`src/design/expr_tok_pkg.sv`:
```
// Shared types and constants for the expression tokenizer.
// No dependencies; the core module refers to these by scoped names.
package expr_tok_pkg;

  // Width of the text position counter (saturates at all ones).
  localparam int unsigned POS_BITS = 16;

  // Result queue between the scanner and the output channel.
  localparam int unsigned OUT_DEPTH = 4;
  localparam int unsigned OUT_AW    = $clog2(OUT_DEPTH);

  typedef enum logic [2:0] {
    MODE_IDLE,
    MODE_IDENT,
    MODE_NUMBER,
    MODE_STRING,
    MODE_OP,
    MODE_ERROR
  } mode_t;

  localparam logic [3:0] KIND_EOF      = 4'd0;
  localparam logic [3:0] KIND_STRING   = 4'd1;
  localparam logic [3:0] KIND_IDENT    = 4'd2;
  localparam logic [3:0] KIND_IF       = 4'd3;
  localparam logic [3:0] KIND_NUMBER   = 4'd4;
  localparam logic [3:0] KIND_LPAREN   = 4'd5;
  localparam logic [3:0] KIND_RPAREN   = 4'd6;
  localparam logic [3:0] KIND_LBRACKET = 4'd7;
  localparam logic [3:0] KIND_RBRACKET = 4'd8;
  localparam logic [3:0] KIND_COMMA    = 4'd9;
  localparam logic [3:0] KIND_OP       = 4'd10;
  localparam logic [3:0] KIND_BOOLOP   = 4'd11;
  localparam logic [3:0] KIND_BADCHAR  = 4'd12;
  localparam logic [3:0] KIND_UNCLOSED = 4'd13;

  // Keyword tracking for "if".
  localparam logic [1:0] KW_NONE  = 2'd0;
  localparam logic [1:0] KW_SAW_I = 2'd1;
  localparam logic [1:0] KW_MATCH = 2'd2;
  localparam logic [1:0] KW_OTHER = 2'd3;

  localparam logic [7:0] CH_QUOTE    = 8'h22;
  localparam logic [7:0] CH_LPAREN   = 8'h28;
  localparam logic [7:0] CH_RPAREN   = 8'h29;
  localparam logic [7:0] CH_LBRACKET = 8'h5B;
  localparam logic [7:0] CH_RBRACKET = 8'h5D;
  localparam logic [7:0] CH_COMMA    = 8'h2C;
  localparam logic [7:0] CH_EQ       = 8'h3D;
  localparam logic [7:0] CH_GT       = 8'h3E;
  localparam logic [7:0] CH_LT       = 8'h3C;
  localparam logic [7:0] CH_BANG     = 8'h21;
  localparam logic [7:0] CH_AMP      = 8'h26;
  localparam logic [7:0] CH_PIPE     = 8'h7C;
  localparam logic [7:0] CH_UNDER    = 8'h5F;
  localparam logic [7:0] CH_LOWER_I  = 8'h69;
  localparam logic [7:0] CH_LOWER_F  = 8'h66;
  localparam logic [7:0] CH_SPACE    = 8'h20;
  localparam logic [7:0] CH_NUL      = 8'h00;

  typedef struct packed {
    logic [7:0] ch;
    logic       end_of_text;
  } in_t;

  typedef struct packed {
    logic [3:0]  kind;
    logic [15:0] start_res;
    logic [15:0] length;
    logic        last_of_run;
  } out_t;

endpackage

```
`src/design/expression_tokenizer_core.sv`:
```
// Streaming expression tokenizer: top level and only module.
// Depends on expr_tok_pkg for the channel structs, scan modes and codes.
//
// Usage:
//   in_valid/in_stall/in_data carry one text byte (or an end-of-text marker)
//   per transaction. A byte of zero also ends the text.
//   out_valid/out_stall/out_data carry one token per transaction: kind,
//   start position, length and last_of_run, which marks the final token
//   caused by one input transaction.
// The tokens caused by a byte are written into the registered result queue
// when the byte is accepted and are offered in order, the second one (if any)
// after the first. Throughput: one byte per cycle unless in_stall is high.
// The scanner decides each byte with a single pass of logic and pushes up to
// two tokens into a four-entry result queue; the queue drains one token per
// cycle unless out_stall is high, so bytes that cause two tokens in a row
// are limited by that output port.
// in_stall rises when the queue has fewer than two free entries, so a
// receiver that holds out_stall high backs up into the input once three or
// four tokens are buffered. No token is dropped or repeated.
// Reset (rst_n low, synchronous) empties the queue, returns the scanner to
// idle and sets the position counter to zero. The counter saturates.
module expression_tokenizer_core (
  input  logic                clk,
  input  logic                rst_n,
  input  logic                in_valid,
  output logic                in_stall,
  input  expr_tok_pkg::in_t   in_data,
  output logic                out_valid,
  input  logic                out_stall,
  output expr_tok_pkg::out_t  out_data
);

  localparam int unsigned PB = expr_tok_pkg::POS_BITS;
  localparam int unsigned AW = expr_tok_pkg::OUT_AW;
  localparam logic [PB-1:0] POS_MAX = {PB{1'b1}};

  function automatic logic is_alpha(input logic [7:0] c);
    return (c >= 8'h61 && c <= 8'h7A) || (c >= 8'h41 && c <= 8'h5A);
  endfunction

  function automatic logic is_digit(input logic [7:0] c);
    return c >= 8'h30 && c <= 8'h39;
  endfunction

  function automatic logic is_space(input logic [7:0] c);
    return c == expr_tok_pkg::CH_SPACE || (c >= 8'h09 && c <= 8'h0D);
  endfunction

  function automatic logic is_opchar(input logic [7:0] c);
    return c == expr_tok_pkg::CH_EQ || c == expr_tok_pkg::CH_GT ||
           c == expr_tok_pkg::CH_LT || c == expr_tok_pkg::CH_BANG ||
           c == expr_tok_pkg::CH_AMP || c == expr_tok_pkg::CH_PIPE;
  endfunction

  function automatic logic [PB-1:0] sat_inc(input logic [PB-1:0] p);
    return (p == POS_MAX) ? p : p + 1'b1;
  endfunction

  // Scanner state.
  expr_tok_pkg::mode_t mode_r, mode_nxt;
  logic [PB-1:0] cursor_r, cursor_nxt;
  logic [PB-1:0] tok_begin_r, tok_begin_nxt;
  logic [7:0]    op_char_r, op_char_nxt;
  logic [1:0]    kw_r, kw_nxt;

  // Result queue.
  expr_tok_pkg::out_t fifo_r [expr_tok_pkg::OUT_DEPTH];
  logic [AW-1:0] rd_ptr_r, rd_ptr_nxt;
  logic [AW-1:0] wr_ptr_r, wr_ptr_nxt;
  logic [AW:0]   count_r, count_nxt;

  logic push, pop;
  logic [7:0] c;
  logic       text_end;
  logic [PB-1:0] p;
  logic [15:0]   span16;

  // Start-of-token decode of the current byte.
  expr_tok_pkg::mode_t st_mode;
  logic          st_emit;
  logic [3:0]    st_kind;
  logic [PB-1:0] st_begin;
  logic [7:0]    st_op;
  logic [1:0]    st_kw;

  // e0: token closed by the pending mode; e1: token from the byte itself or EOF.
  logic          e0_v, e1_v;
  logic [3:0]    e0_kind, e1_kind;
  logic [15:0]   e0_start, e1_start, e0_len, e1_len;
  logic          take_start;

  expr_tok_pkg::out_t wr0, wr1;
  logic [1:0]         n_push;

  assign c        = in_data.ch;
  assign text_end = in_data.end_of_text || c == expr_tok_pkg::CH_NUL;
  assign p        = cursor_r;
  assign span16   = (p >= tok_begin_r) ? 16'(p - tok_begin_r) : 16'd0;

  assign in_stall  = count_r > (AW+1)'(expr_tok_pkg::OUT_DEPTH - 2);
  assign push      = in_valid && !in_stall;
  assign out_valid = count_r != '0;
  assign pop       = out_valid && !out_stall;
  assign out_data  = fifo_r[rd_ptr_r];

  always_comb begin
    st_mode  = expr_tok_pkg::MODE_IDLE;
    st_emit  = 1'b0;
    st_kind  = expr_tok_pkg::KIND_BADCHAR;
    st_begin = tok_begin_r;
    st_op    = op_char_r;
    st_kw    = kw_r;
    if (is_space(c)) begin
      st_mode = expr_tok_pkg::MODE_IDLE;
    end else if (c == expr_tok_pkg::CH_QUOTE) begin
      st_mode  = expr_tok_pkg::MODE_STRING;
      st_begin = sat_inc(p);
    end else if (is_alpha(c)) begin
      st_mode  = expr_tok_pkg::MODE_IDENT;
      st_begin = p;
      st_kw    = (c == expr_tok_pkg::CH_LOWER_I) ? expr_tok_pkg::KW_SAW_I
                                                : expr_tok_pkg::KW_OTHER;
    end else if (is_digit(c)) begin
      st_mode  = expr_tok_pkg::MODE_NUMBER;
      st_begin = p;
    end else if (c == expr_tok_pkg::CH_LPAREN) begin
      st_emit = 1'b1;
      st_kind = expr_tok_pkg::KIND_LPAREN;
    end else if (c == expr_tok_pkg::CH_RPAREN) begin
      st_emit = 1'b1;
      st_kind = expr_tok_pkg::KIND_RPAREN;
    end else if (c == expr_tok_pkg::CH_LBRACKET) begin
      st_emit = 1'b1;
      st_kind = expr_tok_pkg::KIND_LBRACKET;
    end else if (c == expr_tok_pkg::CH_RBRACKET) begin
      st_emit = 1'b1;
      st_kind = expr_tok_pkg::KIND_RBRACKET;
    end else if (c == expr_tok_pkg::CH_COMMA) begin
      st_emit = 1'b1;
      st_kind = expr_tok_pkg::KIND_COMMA;
    end else if (is_opchar(c)) begin
      st_mode  = expr_tok_pkg::MODE_OP;
      st_op    = c;
      st_begin = p;
    end else begin
      st_emit = 1'b1;
      st_kind = expr_tok_pkg::KIND_BADCHAR;
      st_mode = expr_tok_pkg::MODE_ERROR;
    end
  end

  always_comb begin
    mode_nxt      = mode_r;
    tok_begin_nxt = tok_begin_r;
    op_char_nxt   = op_char_r;
    kw_nxt        = kw_r;
    cursor_nxt    = sat_inc(p);
    take_start    = 1'b0;
    e0_v          = 1'b0;
    e0_kind       = expr_tok_pkg::KIND_EOF;
    e0_start      = 16'(tok_begin_r);
    e0_len        = span16;
    e1_v          = 1'b0;
    e1_kind       = st_kind;
    e1_start      = 16'(p);
    e1_len        = 16'd1;

    if (text_end) begin
      case (mode_r)
        expr_tok_pkg::MODE_IDENT: begin
          e0_v    = 1'b1;
          e0_kind = (kw_r == expr_tok_pkg::KW_MATCH) ? expr_tok_pkg::KIND_IF
                                                     : expr_tok_pkg::KIND_IDENT;
        end
        expr_tok_pkg::MODE_NUMBER: begin
          e0_v    = 1'b1;
          e0_kind = expr_tok_pkg::KIND_NUMBER;
        end
        expr_tok_pkg::MODE_OP: begin
          e0_v    = 1'b1;
          e0_kind = expr_tok_pkg::KIND_OP;
          e0_len  = 16'd1;
        end
        expr_tok_pkg::MODE_STRING: begin
          e0_v    = 1'b1;
          e0_kind = expr_tok_pkg::KIND_UNCLOSED;
        end
        default: begin
          e0_v = 1'b0;
        end
      endcase
      e1_v          = 1'b1;
      e1_kind       = expr_tok_pkg::KIND_EOF;
      e1_len        = 16'd0;
      mode_nxt      = expr_tok_pkg::MODE_IDLE;
      cursor_nxt    = '0;
      tok_begin_nxt = '0;
      op_char_nxt   = '0;
      kw_nxt        = expr_tok_pkg::KW_NONE;
    end else begin
      case (mode_r)
        expr_tok_pkg::MODE_IDENT: begin
          if (is_alpha(c) || is_digit(c) || c == expr_tok_pkg::CH_UNDER) begin
            kw_nxt = (kw_r == expr_tok_pkg::KW_SAW_I && c == expr_tok_pkg::CH_LOWER_F)
                     ? expr_tok_pkg::KW_MATCH : expr_tok_pkg::KW_OTHER;
          end else begin
            e0_v       = 1'b1;
            e0_kind    = (kw_r == expr_tok_pkg::KW_MATCH) ? expr_tok_pkg::KIND_IF
                                                          : expr_tok_pkg::KIND_IDENT;
            take_start = 1'b1;
          end
        end
        expr_tok_pkg::MODE_NUMBER: begin
          if (!is_digit(c)) begin
            e0_v       = 1'b1;
            e0_kind    = expr_tok_pkg::KIND_NUMBER;
            take_start = 1'b1;
          end
        end
        expr_tok_pkg::MODE_STRING: begin
          if (c == expr_tok_pkg::CH_QUOTE) begin
            e0_v     = 1'b1;
            e0_kind  = expr_tok_pkg::KIND_STRING;
            mode_nxt = expr_tok_pkg::MODE_IDLE;
          end
        end
        expr_tok_pkg::MODE_OP: begin
          e0_v = 1'b1;
          if ((op_char_r == expr_tok_pkg::CH_AMP && c == expr_tok_pkg::CH_AMP) ||
              (op_char_r == expr_tok_pkg::CH_PIPE && c == expr_tok_pkg::CH_PIPE)) begin
            e0_kind  = expr_tok_pkg::KIND_BOOLOP;
            e0_len   = 16'd2;
            mode_nxt = expr_tok_pkg::MODE_IDLE;
          end else if (c == expr_tok_pkg::CH_EQ) begin
            e0_kind  = expr_tok_pkg::KIND_OP;
            e0_len   = 16'd2;
            mode_nxt = expr_tok_pkg::MODE_IDLE;
          end else begin
            e0_kind    = expr_tok_pkg::KIND_OP;
            e0_len     = 16'd1;
            take_start = 1'b1;
          end
        end
        expr_tok_pkg::MODE_ERROR: begin
          mode_nxt = expr_tok_pkg::MODE_ERROR;
        end
        default: begin
          take_start = 1'b1;
        end
      endcase

      // A byte that ends a token without belonging to it also opens the next one in the same pass.
      if (take_start) begin
        mode_nxt      = st_mode;
        tok_begin_nxt = st_begin;
        op_char_nxt   = st_op;
        kw_nxt        = st_kw;
        e1_v          = st_emit;
      end
    end
  end

  always_comb begin
    wr0.kind        = e0_v ? e0_kind  : e1_kind;
    wr0.start_res   = e0_v ? e0_start : e1_start;
    wr0.length      = e0_v ? e0_len   : e1_len;
    wr0.last_of_run = !(e0_v && e1_v);
    wr1.kind        = e1_kind;
    wr1.start_res   = e1_start;
    wr1.length      = e1_len;
    wr1.last_of_run = 1'b1;
    n_push          = push ? ({1'b0, e0_v} + {1'b0, e1_v}) : 2'd0;
    wr_ptr_nxt      = wr_ptr_r + AW'(n_push);
    rd_ptr_nxt      = rd_ptr_r + AW'(pop);
    count_nxt       = count_r + (AW+1)'(n_push) - (AW+1)'(pop);
  end

  always_ff @(posedge clk) begin
    if (!rst_n) begin
      mode_r      <= expr_tok_pkg::MODE_IDLE;
      cursor_r    <= '0;
      tok_begin_r <= '0;
      op_char_r   <= '0;
      kw_r        <= expr_tok_pkg::KW_NONE;
      rd_ptr_r    <= '0;
      wr_ptr_r    <= '0;
      count_r     <= '0;
    end else begin
      if (push) begin
        mode_r      <= mode_nxt;
        cursor_r    <= cursor_nxt;
        tok_begin_r <= tok_begin_nxt;
        op_char_r   <= op_char_nxt;
        kw_r        <= kw_nxt;
      end
      rd_ptr_r <= rd_ptr_nxt;
      wr_ptr_r <= wr_ptr_nxt;
      count_r  <= count_nxt;
    end
  end

  always_ff @(posedge clk) begin
    if (n_push != 2'd0) begin
      fifo_r[wr_ptr_r] <= wr0;
    end
    if (n_push == 2'd2) begin
      fifo_r[wr_ptr_r + 1'b1] <= wr1;
    end
  end

endmodule
```
`config.mk`:
```
export PLATFORM = sky130hd
export DESIGN_NAME = expression_tokenizer_core
export DESIGN_NICKNAME = d
export VERILOG_FILES = /design/src/design/expr_tok_pkg.sv /design/src/design/expression_tokenizer_core.sv
export SDC_FILE = /design/constraint.sdc
export NUM_CORES = 1
export LEC_CHECK = 0
export ABC_CLOCK_PERIOD_IN_PS = 10100
export BUFFER_PORTS_ARGS = -buffer_cell sky130_fd_sc_hd__buf_2
export CORE_MARGIN = 3
export CORE_UTILIZATION = 60
export DETAILED_ROUTE_END_ITERATION = 8
export GPL_TIMING_DRIVEN = 0
export HOLD_SLACK_MARGIN = 0.08
export PLACE_DENSITY = 0.75
export RECOVER_POWER = 100
export SETUP_SLACK_MARGIN = 0.02
export SLEW_MARGIN = 30
export SYNTH_ARGS = -nofsm -noshare
export SYNTH_HDL_FRONTEND = slang
export SYNTH_SLANG_ARGS = --single-unit
```
`constraint.sdc`:
```
create_clock -name clk -period 10.1 [get_ports clk]
set_clock_uncertainty 0.2 [all_clocks]
set_input_delay 2.02 -clock clk [delete_from_list [all_inputs] [get_ports clk]]
set_output_delay 2.02 -clock clk [all_outputs]
set_load 0.03 [all_outputs]
```
[Yosys cells after proc, flatten, opt, wreduce, memory -nomap -nowiden]
Memories as Yosys holds them, arrays and structs flattened. A register that Yosys moved wholly into a read port is not among the register bits.
Index checks and enable logic that the tools add are counted.
Widths: inputs -> output; s select.
Storage, ports and cells
  output and inout bits: 39
  logic and storage cells: 219
  input bits: 13
  register bits after elaboration: 52
  bits in writable memories: 148
  memories kept: 1
Memory list
  fifo_r: words 4, bits a word 37, rd ports 1, clocked after Yosys merged registers in 1, write ports 2, line expression_tokenizer_core.sv:67  | expr_tok_pkg::out_t fifo_r [expr_tok_pkg::OUT_DEPTH];
Cells by class
  equal/unequal tests: 46
  mux-type cells: 107
  $add $sub $neg: 8
  reduce and logical (&&, ||, !) cells: 39
  magnitude comparators: 10
Operators by type and width (number)
  $mux 16: 20
  $mux 8: 12
  $eq 8x6->1 const B: 11
  $eq 8x7->1 const B: 7
  $mux 3: 17
  $mux 4: 10
  $pmux 4 s4: 2
  $mux 1: 30
  $mux 2: 13
  $ne 5x2->1 const B: 5
  $ne 2x2->1 const B: 9
  $add 16x1->16 const B: 1
  $eq 16x16->1 const B: 1
  $ge 16x16->1: 1
  $ge 8x7->1 const B: 2
  $le 8x7->1 const B: 2
  $sub 16x16->16: 1
  $reduce_and 12->1: 1
  $logic_or 1x1->1: 11
  $logic_and 1x1->1: 10
  $reduce_bool 5->1: 2
  $ne 3x3->1 const B: 3
  $pmux 3 s3: 1
  $reduce_and 9->1: 1
  27 further kinds: 37

[Depth between registers and ports, before layout]
Gate-level depths: netlist (run 1).
  depth after elaboration: 23
  gate-level depth with buffers: 20
  depth with buffers taken out: 16

[Worst setup path after synthesis (run 1)]
Ideal clock, no wire load.
  kind: input port to flip-flop
  start point: input in_data[1] in the netlist's numbering
  end point: memory fifo_r[0][17] in the netlist's numbering, enable pin
  path buffers: 4
  required time: 9.524 ns
  setup slack: 3.796 ns
  cell stages on the path: 16
  setup time: 0.376 ns
  arrival: 5.728 ns
  cells stage by stage: or2_2 or4_1 a21oi_1 a311oi_1 or2_0 buf_2 nand2_1 o21ai_0 ha_1 clkbuf_1 o21ai_0 or3_1 and2_1 clkbuf_1 clkbuf_1 inv_1
RTL lines
  start, declared: line expression_tokenizer_core.sv:27  | input expr_tok_pkg::in_t in_data,
  end, declared: line expression_tokenizer_core.sv:67

==> results.txt, run 1 <==
measured slew at the worst slew-check pin: 1.15 ns
crit start category: input port
Clock Root Buffer: clkbuf_16
Synth area leaders: edfxtp_1, dfxtp_1, a22o_1
initial antenna violation count: 0
io pins: 52
Placer Congestion: 0.944
Via-to-Cell Ratio: 6.60
Buffers on Ports: 48
adder-cell share of the synthesized area: 0.0310
Slew HR: 0.229
Ys Warns: 0
Post-Synth XOR/XNOR Area: 0.0240
Max rail drop VDD: 173 uV
top_reg_cell synth: dfxtp_1
asr flop ratio synth: 0
CP required: 10.20 ns
Iteration-0 DRC Markers: 709
Pre-antenna DRT Iters: 5
FF/Latch Area: 0.00484 sq mm
Post-DP HPWL: 20500 um
crit path DAT: 8.53 ns
number of antenna diodes: 0
area delta synth->final: 9.58%
CTS Buffer Depth: 2
average wire per standard cell: 22.0 um
Final setup viols: 0
die span in x: 139 um
Setup crit end kind: flip-flop
Placement Cell Area: 0.0111 sq mm
CP most frequent cell: clkbuf_1
CTS buffer count: 17
worst hold start: op_char_r[7]
GRT Util Overall: 0.294
Commonest cells post-synth: dfxtp_1, a22o_1, edfxtp_1
fin crit period: 8.42 ns
Cell variety after synth: 75
Worst-path clk slew: 0.07 ns
via count: 8632
largest net degree at the start of global routing: 23
total power divided by cell area: 192 mW/mm^2
Die Ht: 139 um
#FFs+latches synth: 200
Core Region: 0.0169 sq mm
static leakage: 3.87 nW
GRT overflow: 0
cell count after synthesis: 1008
number of synthesized flops with an enable pin: 84
Max Cap Viol: 0
non-filler instance count after layout: 1308
Worst Hold Class: reg2reg
H-Tree Depth: 4
Remaining DRCs: 0
Post-Synth Simple-Gate Area: 0.144
CP max FO: 10
CTS resizes: 0
CTS sink cnt: 200
vias in the first global route: 8235
Initial Utilization: 0.624
Mapped Area: 0.0106 sq mm
# rows: 47
hold_buf cts: 0
Slew Viols, Final: 0
compound-gate portion of the synthesized area: 0.208
Syn Nets: 1046
Crit. Startpoint: in_data[6]
sequential-to-total area share from yosys stat: 0.458
CTS tree: yes
# Post-CTS Setup Buffers: 0
CP Cell Sequence: clkbuf_1 -> nor4bb_1 -> a2111o_1 -> a311oi_1 -> nor3_1 -> clkinvlp_2 -> ha_1 -> clkbuf_1 -> o21ai_0 -> or2_2 -> clkbuf_1 -> o21ai_0 -> clkbuf_1 -> a22o_1
overall power: 2.23 mW
CP max-delay cell: nor3_1
Peak Freq: 119 MHz
most common cell in the synthesized netlist: dfxtp_1
WP buf/inv: 5
Routed WL: 28800 um
Largest delay share family, worst path: buffers and inverters
cell count after placement: 1276
mux contribution to synthesized area: 0.0892
die area: 0.0193 sq mm
design area: 0.0116 sq mm
CP max stage delay: 0.95 ns
Multi-input gate area: 0.00522 sq mm
antenna-violating nets left: 0
top-area cell type share of the netlist area: 0.238
status: finished, final reports clean
minimum hold slack: 0.232 ns
FF-to-FF Start: mode_r[2]
final setup TNS: 0 ns
clk_lat worst skew: 0.45 ns
RSZ-0062 raised after global routing: no
fin crit share: 0.834
area leader, netlist: edfxtp_1
final hold vios: 0
largest family of logic cells by synthesized area: compound AO/OA/AOI/OAI gates
Synth Area per Inst: 10.5 sq um
type of the worst setup path: in2reg
layout cells sized above 1: 0.0983
fin nets: 1113
# fillers: 1353
first-pass GRT wire length: 45100 um
sequential cells by signal, indices dropped and copies added, names as in the netlist:
name       flops
fifo_r       148
cursor_r      16
e0_start      16
op_char_r      8
count_r        3
mode_r         3
kw_r           2
rd_ptr_r       2
wr_ptr_r       2
metrics by stage:
step           utilization  setup WS, ns
2_1_floorplan            -          3.80
6_report             0.684          1.68
3_3_place_gp         0.655          2.42
5_1_grt              0.684          1.38
3_5_place_dp         0.655          2.45
4_1_cts              0.691          2.77
layout make-up:
type | count | area share
Multi-Input combinational cell | 693 | 0.450
Sequential cell | 200 | 0.418
Clock buffer | 17 | 0.0367
Buffer | 78 | 0.0269
Tap cell | 220 | 0.0238
Timing Repair Buffer | 48 | 0.0167
Clock inverter | 15 | 0.0157
Inverter | 37 | 0.0121
worst paths after layout:
kind	end	slack (ns)	cells after the start
worst min-delay path	op_char_r[7]	0.23	2
worst max-delay path	fifo_r[2][23]	1.68	14
worst min register to register	op_char_r[7]	0.23	2
worst max register to register	fifo_r[2][23]	3.60	14
tightest hold or removal path, delay by kind of cell (launching register included):
| family | cells | cell delay [ns] |
|---|---|---|
| DFF | 1 | 0.31 |
| and+or+nand+nor | 2 | 0.08 |
logic make-up after synthesis:
kind of cell / Yosys count
DFF: 200
muxes: 48
and+or+nand+nor: 290
AOI/OAI and AO/OA: 301
adders and majority gates: 25
buffers and inverters: 115
xor gates and xnor gates: 29
report_power, final:
part,switching (mW),leakage [nW],internal [mW]
Sequential,0.0274,1.70,0.913
Combinational,0.413,1.87,0.189
Clock,0.352,0.293,0.335
Total,0.792,3.87,1.44
metal layers:
metal	part of all wire	vias up	global-route usage	wire length (um)
li1	-	3962	-	-
met1	0.41	4172	0.401	11900
met2	0.47	414	0.467	13400
met3	0.085	84	0.0624	2450
met4	0.034	0	0.108	989
met5	0	-	0	0
placed cells by master, fill, tap and decap left out, drive strengths merged, types with 17 or more instances in the layout:
master  instances
a21oi          40
a22o          100
buf            22
clkbuf        121
dfxtp         116
edfxtp         84
ha             23
inv            42
mux4           37
nand2          80
nand3          27
nor2           46
nor2b          24
nor3           20
o21ai          53
o22ai          24
or3            17
xnor2          21
Note: power is estimated with default switching activity, not from simulation.
==> run 2: changes to the inputs <==
ABC_CLOCK_PERIOD_IN_PS = 8460   (was 10100)
clock period = 8.46 ns   (was 10.1 ns; I/O delays follow)
==> run 2 against run 1 <==
Effect of this change:
- flip-flop and latch count unchanged
- largest cell class unchanged
- clock-buffer cell count unchanged
- design area about the same
- sequential share of layout area about the same
- critical path type unchanged
- largest power group unchanged
==> results.txt, run 2 (synthesized netlist as in run 1, its figures left out) <==
die area: 0.0193 sq mm (unchanged)
CTS tree: yes (unchanged)
worst hold start: op_char_r[7] (unchanged)
# fillers: 1354 (was 1353)
reg2reg setup slack: 2.49 ns (was 3.60 ns)
GRT overflow: 0 (unchanged)
total power divided by cell area: 230 mW/mm^2 (was 192 mW/mm^2)
PnR worst setup slack: 1.04 ns (was 1.68 ns)
average wire per standard cell: 22.0 um (about the same)
Worst Hold Class: reg2reg (unchanged)
Placer Congestion: 0.944 (unchanged)
initial antenna violation count: 0 (unchanged)
Hold Path End: op_char_r[7] (unchanged)
type of the worst setup path: in2reg (unchanged)
most frequent cells in the layout: dfxtp_1, clkbuf_1, a22o_1, edfxtp_1, nand2_1 (unchanged)
Via-to-Cell Ratio: 6.57 (was 6.60)
Most flops, register: fifo_r (unchanged)
number of antenna diodes: 0 (unchanged)
Buffers on Ports: 48 (unchanged)
fin nets: 1113 (unchanged)
Initial Utilization: 0.624 (unchanged)
crit path DAT: 7.53 ns (was 8.53 ns)
CTS resizes: 0 (unchanged)
hold path cells: 2 (unchanged)
r2r worst-path depth: 16 (was 14)
Max Cap Viol: 0 (unchanged)
area delta synth->final: 9.59% (was 9.58%)
H-Tree Depth: 4 (unchanged)
FF-to-FF Start: mode_r[0] (was mode_r[2])
Routed WL: 28800 um (about the same)
hold_buf cts: 0 (unchanged)
fin crit period: 7.42 ns
CP required: 8.57 ns (was 10.20 ns)
final setup TNS: 0 ns (unchanged)
CTS Buffer Depth: 2 (unchanged)
static leakage: 3.87 nW (about the same)
antenna-violating nets left: 0 (unchanged)
Peak Freq: 135 MHz
# rows: 47 (unchanged)
first-pass GRT wire length: 45100 um (unchanged)
Core Region: 0.0169 sq mm (unchanged)
Iteration-0 DRC Markers: 716 (was 709)
number of flip-flops in the largest register: 148 (unchanged)
Die Ht: 139 um (unchanged)
Max rail drop VDD: 207 uV (was 173 uV)
RSZ-0062 raised after global routing: no (unchanged)
Post-DP HPWL: 20500 um (unchanged)
Worst-path clk slew: 0.07 ns (about the same)
Setup crit end kind: flip-flop (unchanged)
GRT Util Overall: 0.294 (unchanged)
Remaining DRCs: 0 (unchanged)
io pins: 52 (unchanged)
clk_lat worst skew: 0.45 ns (about the same)
Clock Root Buffer: clkbuf_16 (unchanged)
vias in the first global route: 8235 (unchanged)
Pre-antenna DRT Iters: 5 (unchanged)
fin crit share: 0.877
Final setup viols: 0 (unchanged)
# Post-CTS Setup Buffers: 0 (unchanged)
worst r2r dst: fifo_r[2][23] (unchanged)
measured slew at the worst slew-check pin: 1.27 ns (was 1.15 ns)
via count: 8600 (was 8632)
CP max FO: 10 (unchanged)
DP Worst Slack: 1.13 ns (was 2.45 ns)
CTS sink cnt: 200 (unchanged)
status: finished, final reports clean (unchanged)
commonest non-fill, non-tap cell in the layout: dfxtp_1 (unchanged)
crit start category: input port (unchanged)
largest net degree at the start of global routing: 23 (unchanged)
Slew HR: 0.150 (was 0.229)
layout cells sized above 1: 0.0983 (unchanged)
Slew Viols, Final: 0 (unchanged)
CTS buffer count: 17 (unchanged)
die span in x: 139 um (unchanged)
final hold vios: 0 (unchanged)
==> run 2: layout make-up <==
type                       instances  area, sq um  area share
buffer                            78          312      0.0269
clock buffer                      17          425      0.0367
clock inverter                    15          181      0.0157
inverter                          37          141      0.0122
multi-input combinational        693         5220       0.450
sequential                       200         4840       0.418
tap                              220          275      0.0237
timing repair buffer              48          194      0.0167
==> run 2: layer usage <==
layer  GRT usage  vias to the layer above  share of wire
met5           0                        -              0
met4       0.108                        0          0.031
met3      0.0624                       73          0.085
met2       0.467                      394           0.47
met1       0.401                     4169           0.41
li1            -                     3964              -
==> run 2: worst max-delay path: stages <==
cell,delay (ns)
clkbuf_1,0.16
nor4bb_1,0.82
a2111o_1,0.28
a311oi_1,0.10
nor3_1,1.04
inv_4,0.18
ha_1,0.37
clkbuf_1,0.31
o21ai_0,0.31
or2_2,0.37
clkbuf_1,0.27
o21ai_0,0.78
clkbuf_1,0.60
a22o_1,0.25
==> run 2: metrics by stage <==
step           utilization  area, sq um  total power [mW]  hold WS, ns  instances
6_report             0.684        11600              2.66        0.232       1308
5_1_grt              0.684        11600              2.76        0.273       1308
4_1_cts              0.691        11700              2.69        0.239       1308
3_5_place_dp         0.655        11100              1.88        0.229       1276
3_3_place_gp         0.655        11100              1.86        0.219       1276
2_1_floorplan            -        10600              1.67        0.205       1008
==> run 2: worst max-delay path by stage <==
stage                    start             to  slack (ns)  cells after the start
floorplan           in_data[1]  fifo_r[0][17]        2.48                     16
CTS                 in_data[4]  fifo_r[0][27]        1.46                     18
global route        in_data[4]  fifo_r[0][27]        0.78                     18
global placement    in_data[4]  fifo_r[0][34]        1.10                     18
detailed placement  in_data[4]  fifo_r[0][35]        1.13                     18
finish              in_data[6]  fifo_r[2][23]        1.04                     14
==> run 2: report_power, final <==
part / switching [mW] / internal, mW
Clock: 0.421 / 0.400
Sequential: 0.0328 / 1.09
Combinational: 0.493 / 0.226
==> run 3: changes to the inputs <==
ABC_CLOCK_PERIOD_IN_PS = 7550   (was 8460)
CORE_ASPECT_RATIO = 1.2   (was not set)
clock period = 7.55 ns   (was 8.46 ns; I/O delays follow)
==> run 3 against run 2 <==
Effect of this change:
- flip-flop and latch count unchanged
- design area about the same
- core utilization decreased by 0.65 points
- non-clock buffer count unchanged
- global-route usage is 0.067 points lower
- final cell count is 0.31% lower
- sequential power is 13% higher
- first-iteration DRC count up 30%
- die area about the same
- critical path depth grew 4
- critical endpoint is now fifo_r[0][26]
- highest routed layer unchanged
==> results.txt, run 3 (synthesized netlist as in run 1, its figures left out) <==
fin crit share: 0.938
FF-to-FF Start: mode_r[0] (unchanged)
CTS buffer count: 17 (unchanged)
Post-DP HPWL: 20300 um (was 20500 um)
total power divided by cell area: 255 mW/mm^2 (was 230 mW/mm^2)
number of flip-flops in the largest register: 148 (unchanged)
Routed WL: 27900 um (was 28800 um)
average wire per standard cell: 21.4 um (was 22.0 um)
Crit. Startpoint: in_data[4] (was in_data[6])
die span in x: 127 um (was 139 um)
Clock Root Buffer: clkbuf_16 (unchanged)
Net Switching: 1.04 mW (was 947 uW)
measured slew at the worst slew-check pin: 1.09 ns (was 1.27 ns)
type of the worst setup path: in2reg (unchanged)
CP required: 7.36 ns (was 8.57 ns)
area delta synth->final: 9.68% (was 9.59%)
hold path cells: 2 (unchanged)
Die Ht: 151 um (was 139 um)
Slew Viols, Final: 0 (unchanged)
DP Worst Slack: 0.302 ns (was 1.13 ns)
final setup TNS: 0 ns (unchanged)
r2r worst-path depth: 16 (unchanged)
first-pass GRT wire length: 44000 um (was 45100 um)
Max Cap Viol: 0 (unchanged)
GRT overflow: 0 (unchanged)
layout cells sized above 1: 0.100 (was 0.0983)
Pre-antenna DRT Iters: 5 (unchanged)
crit start category: input port (unchanged)
Final setup viols: 0 (unchanged)
Iteration-0 DRC Markers: 931 (was 716)
Peak Freq: 141 MHz
minimum hold slack: 0.238 ns (was 0.232 ns)
Worst Hold Class: reg2reg (unchanged)
number of antenna diodes: 0 (unchanged)
Placer Congestion: 0.945 (was 0.944)
via count: 8514 (was 8600)
H-Tree Depth: 4 (unchanged)
Layout Utilization: 0.678 (was 0.684)
static leakage: 3.87 nW (about the same)
CP max FO: 21 (was 10)
most frequent cells in the layout: dfxtp_1, clkbuf_1, a22o_1, edfxtp_1, nand2_1 (unchanged)
antenna-violating nets left: 0 (unchanged)
vias in the first global route: 8159 (was 8235)
Remaining DRCs: 0 (unchanged)
PnR worst setup slack: 0.467 ns (was 1.04 ns)
crit path DAT: 6.89 ns (was 7.53 ns)
GRT Util Overall: 0.293 (was 0.294)
CTS sink cnt: 200 (unchanged)
status: finished, final reports clean (unchanged)
largest net degree at the start of global routing: 23 (unchanged)
Worst-path clk slew: 0.08 ns (was 0.07 ns)
Slew HR: 0.271 (was 0.150)
Buffers on Ports: 48 (unchanged)
combinational power share: 0.268 (was 0.270)
non-filler instance count after layout: 1304 (was 1308)
Clock Power Share: 0.307 (was 0.308)
initial antenna violation count: 0 (unchanged)
final hold vios: 0 (unchanged)
RSZ-0062 raised after global routing: no (unchanged)
CTS Buffer Depth: 2 (unchanged)
CTS tree: yes (unchanged)
Setup crit end kind: flip-flop (unchanged)
sw frac: 0.350 (was 0.355)
Most flops, register: fifo_r (unchanged)
die area: 0.0193 sq mm (about the same)
# rows: 52 (was 47)
commonest non-fill, non-tap cell in the layout: dfxtp_1 (unchanged)
Initial Utilization: 0.618 (was 0.624)
Via-to-Cell Ratio: 6.53 (was 6.57)
cell count after placement: 1272 (was 1276)
io pins: 52 (unchanged)
fin crit period: 7.08 ns
Core Region: 0.0171 sq mm (was 0.0169 sq mm)
fin nets: 1113 (unchanged)
Max rail drop VDD: 180 uV (was 207 uV)
Int Pwr: 1.92 mW (was 1.72 mW)
worst hold start: op_char_r[7] (unchanged)
register share of total power: 0.424 (was 0.422)
clk_lat worst skew: 0.45 ns (about the same)
-- run 3: cell types whose count changed in the layout (fill, tap and decap cells not counted), sizes merged --
cell / change
clkinvlp: +2
clkinv: -2
buf: +1
clkbuf: -1
-- run 3: path summary, 6_finish.rpt --
path / slack (ns) / endpoint
setup / recovery: 0.47 / fifo_r[0][26]
hold / removal: 0.24 / op_char_r[7]
setup reg to reg: 1.50 / fifo_r[0][26]
hold reg to reg: 0.24 / op_char_r[7]
-- run 3: routing by layer --
metal	up-vias	global-route usage	part of all wire
li1	3959	-	-
met1	4111	0.390	0.41
met2	378	0.490	0.48
met3	66	0.0427	0.072
met4	0	0.112	0.032
met5	-	0	0
-- run 3: power groups by stage --
stage / clock [mW] / combinational [mW] / sequential (mW)
after floorplan: 0 / 0.599 / 1.27
after global placement: 0 / 0.802 / 1.28
after detailed placement: 0 / 0.812 / 1.28
after CTS: 0.916 / 0.815 / 1.26
after global routing: 0.960 / 0.850 / 1.26
final: 0.910 / 0.795 / 1.26
-- run 3: metrics by stage --
stage	cell area [sq um]	total power, mW
global placement	11100	2.08
global route	11600	3.07
CTS	11700	2.99
finish	11600	2.96
floorplan	10600	1.87
detailed placement	11100	2.09
-- run 3: cell type report --
cell class / instances / area (sq um)
Sequential cell: 200 / 4840
Clock buffer: 17 / 425
Timing Repair Buffer: 48 / 194
Buffer: 78 / 313
Tap cell: 216 / 270
Multi-Input combinational cell: 693 / 5230
Fill cell: 1407 / 5510
Clock inverter: 15 / 178
Inverter: 37 / 145
-- run 3: repair_timing --
action | CTS | global route
setup buffers | 0 | 0
hold buffers | 0 | 0
setup endpoints to repair | 0 | 21
gates resized for setup | 0 | 1
-- run 3: worst max-delay path, stage by stage --
cell	delay, ns
buf_2	0.13
buf_2	0.19
nor4bb_1	0.57
nand3_1	0.14
a21oi_1	0.33
a311oi_1	0.17
or2_0	0.28
clkbuf_1	0.16
nand2_1	0.14
o21ai_0	0.19
ha_1	0.35
clkbuf_1	0.19
o21ai_0	0.51
or3_1	0.29
and2_1	0.15
clkbuf_1	0.27
clkbuf_1	0.58
clkinvlp_4	0.73
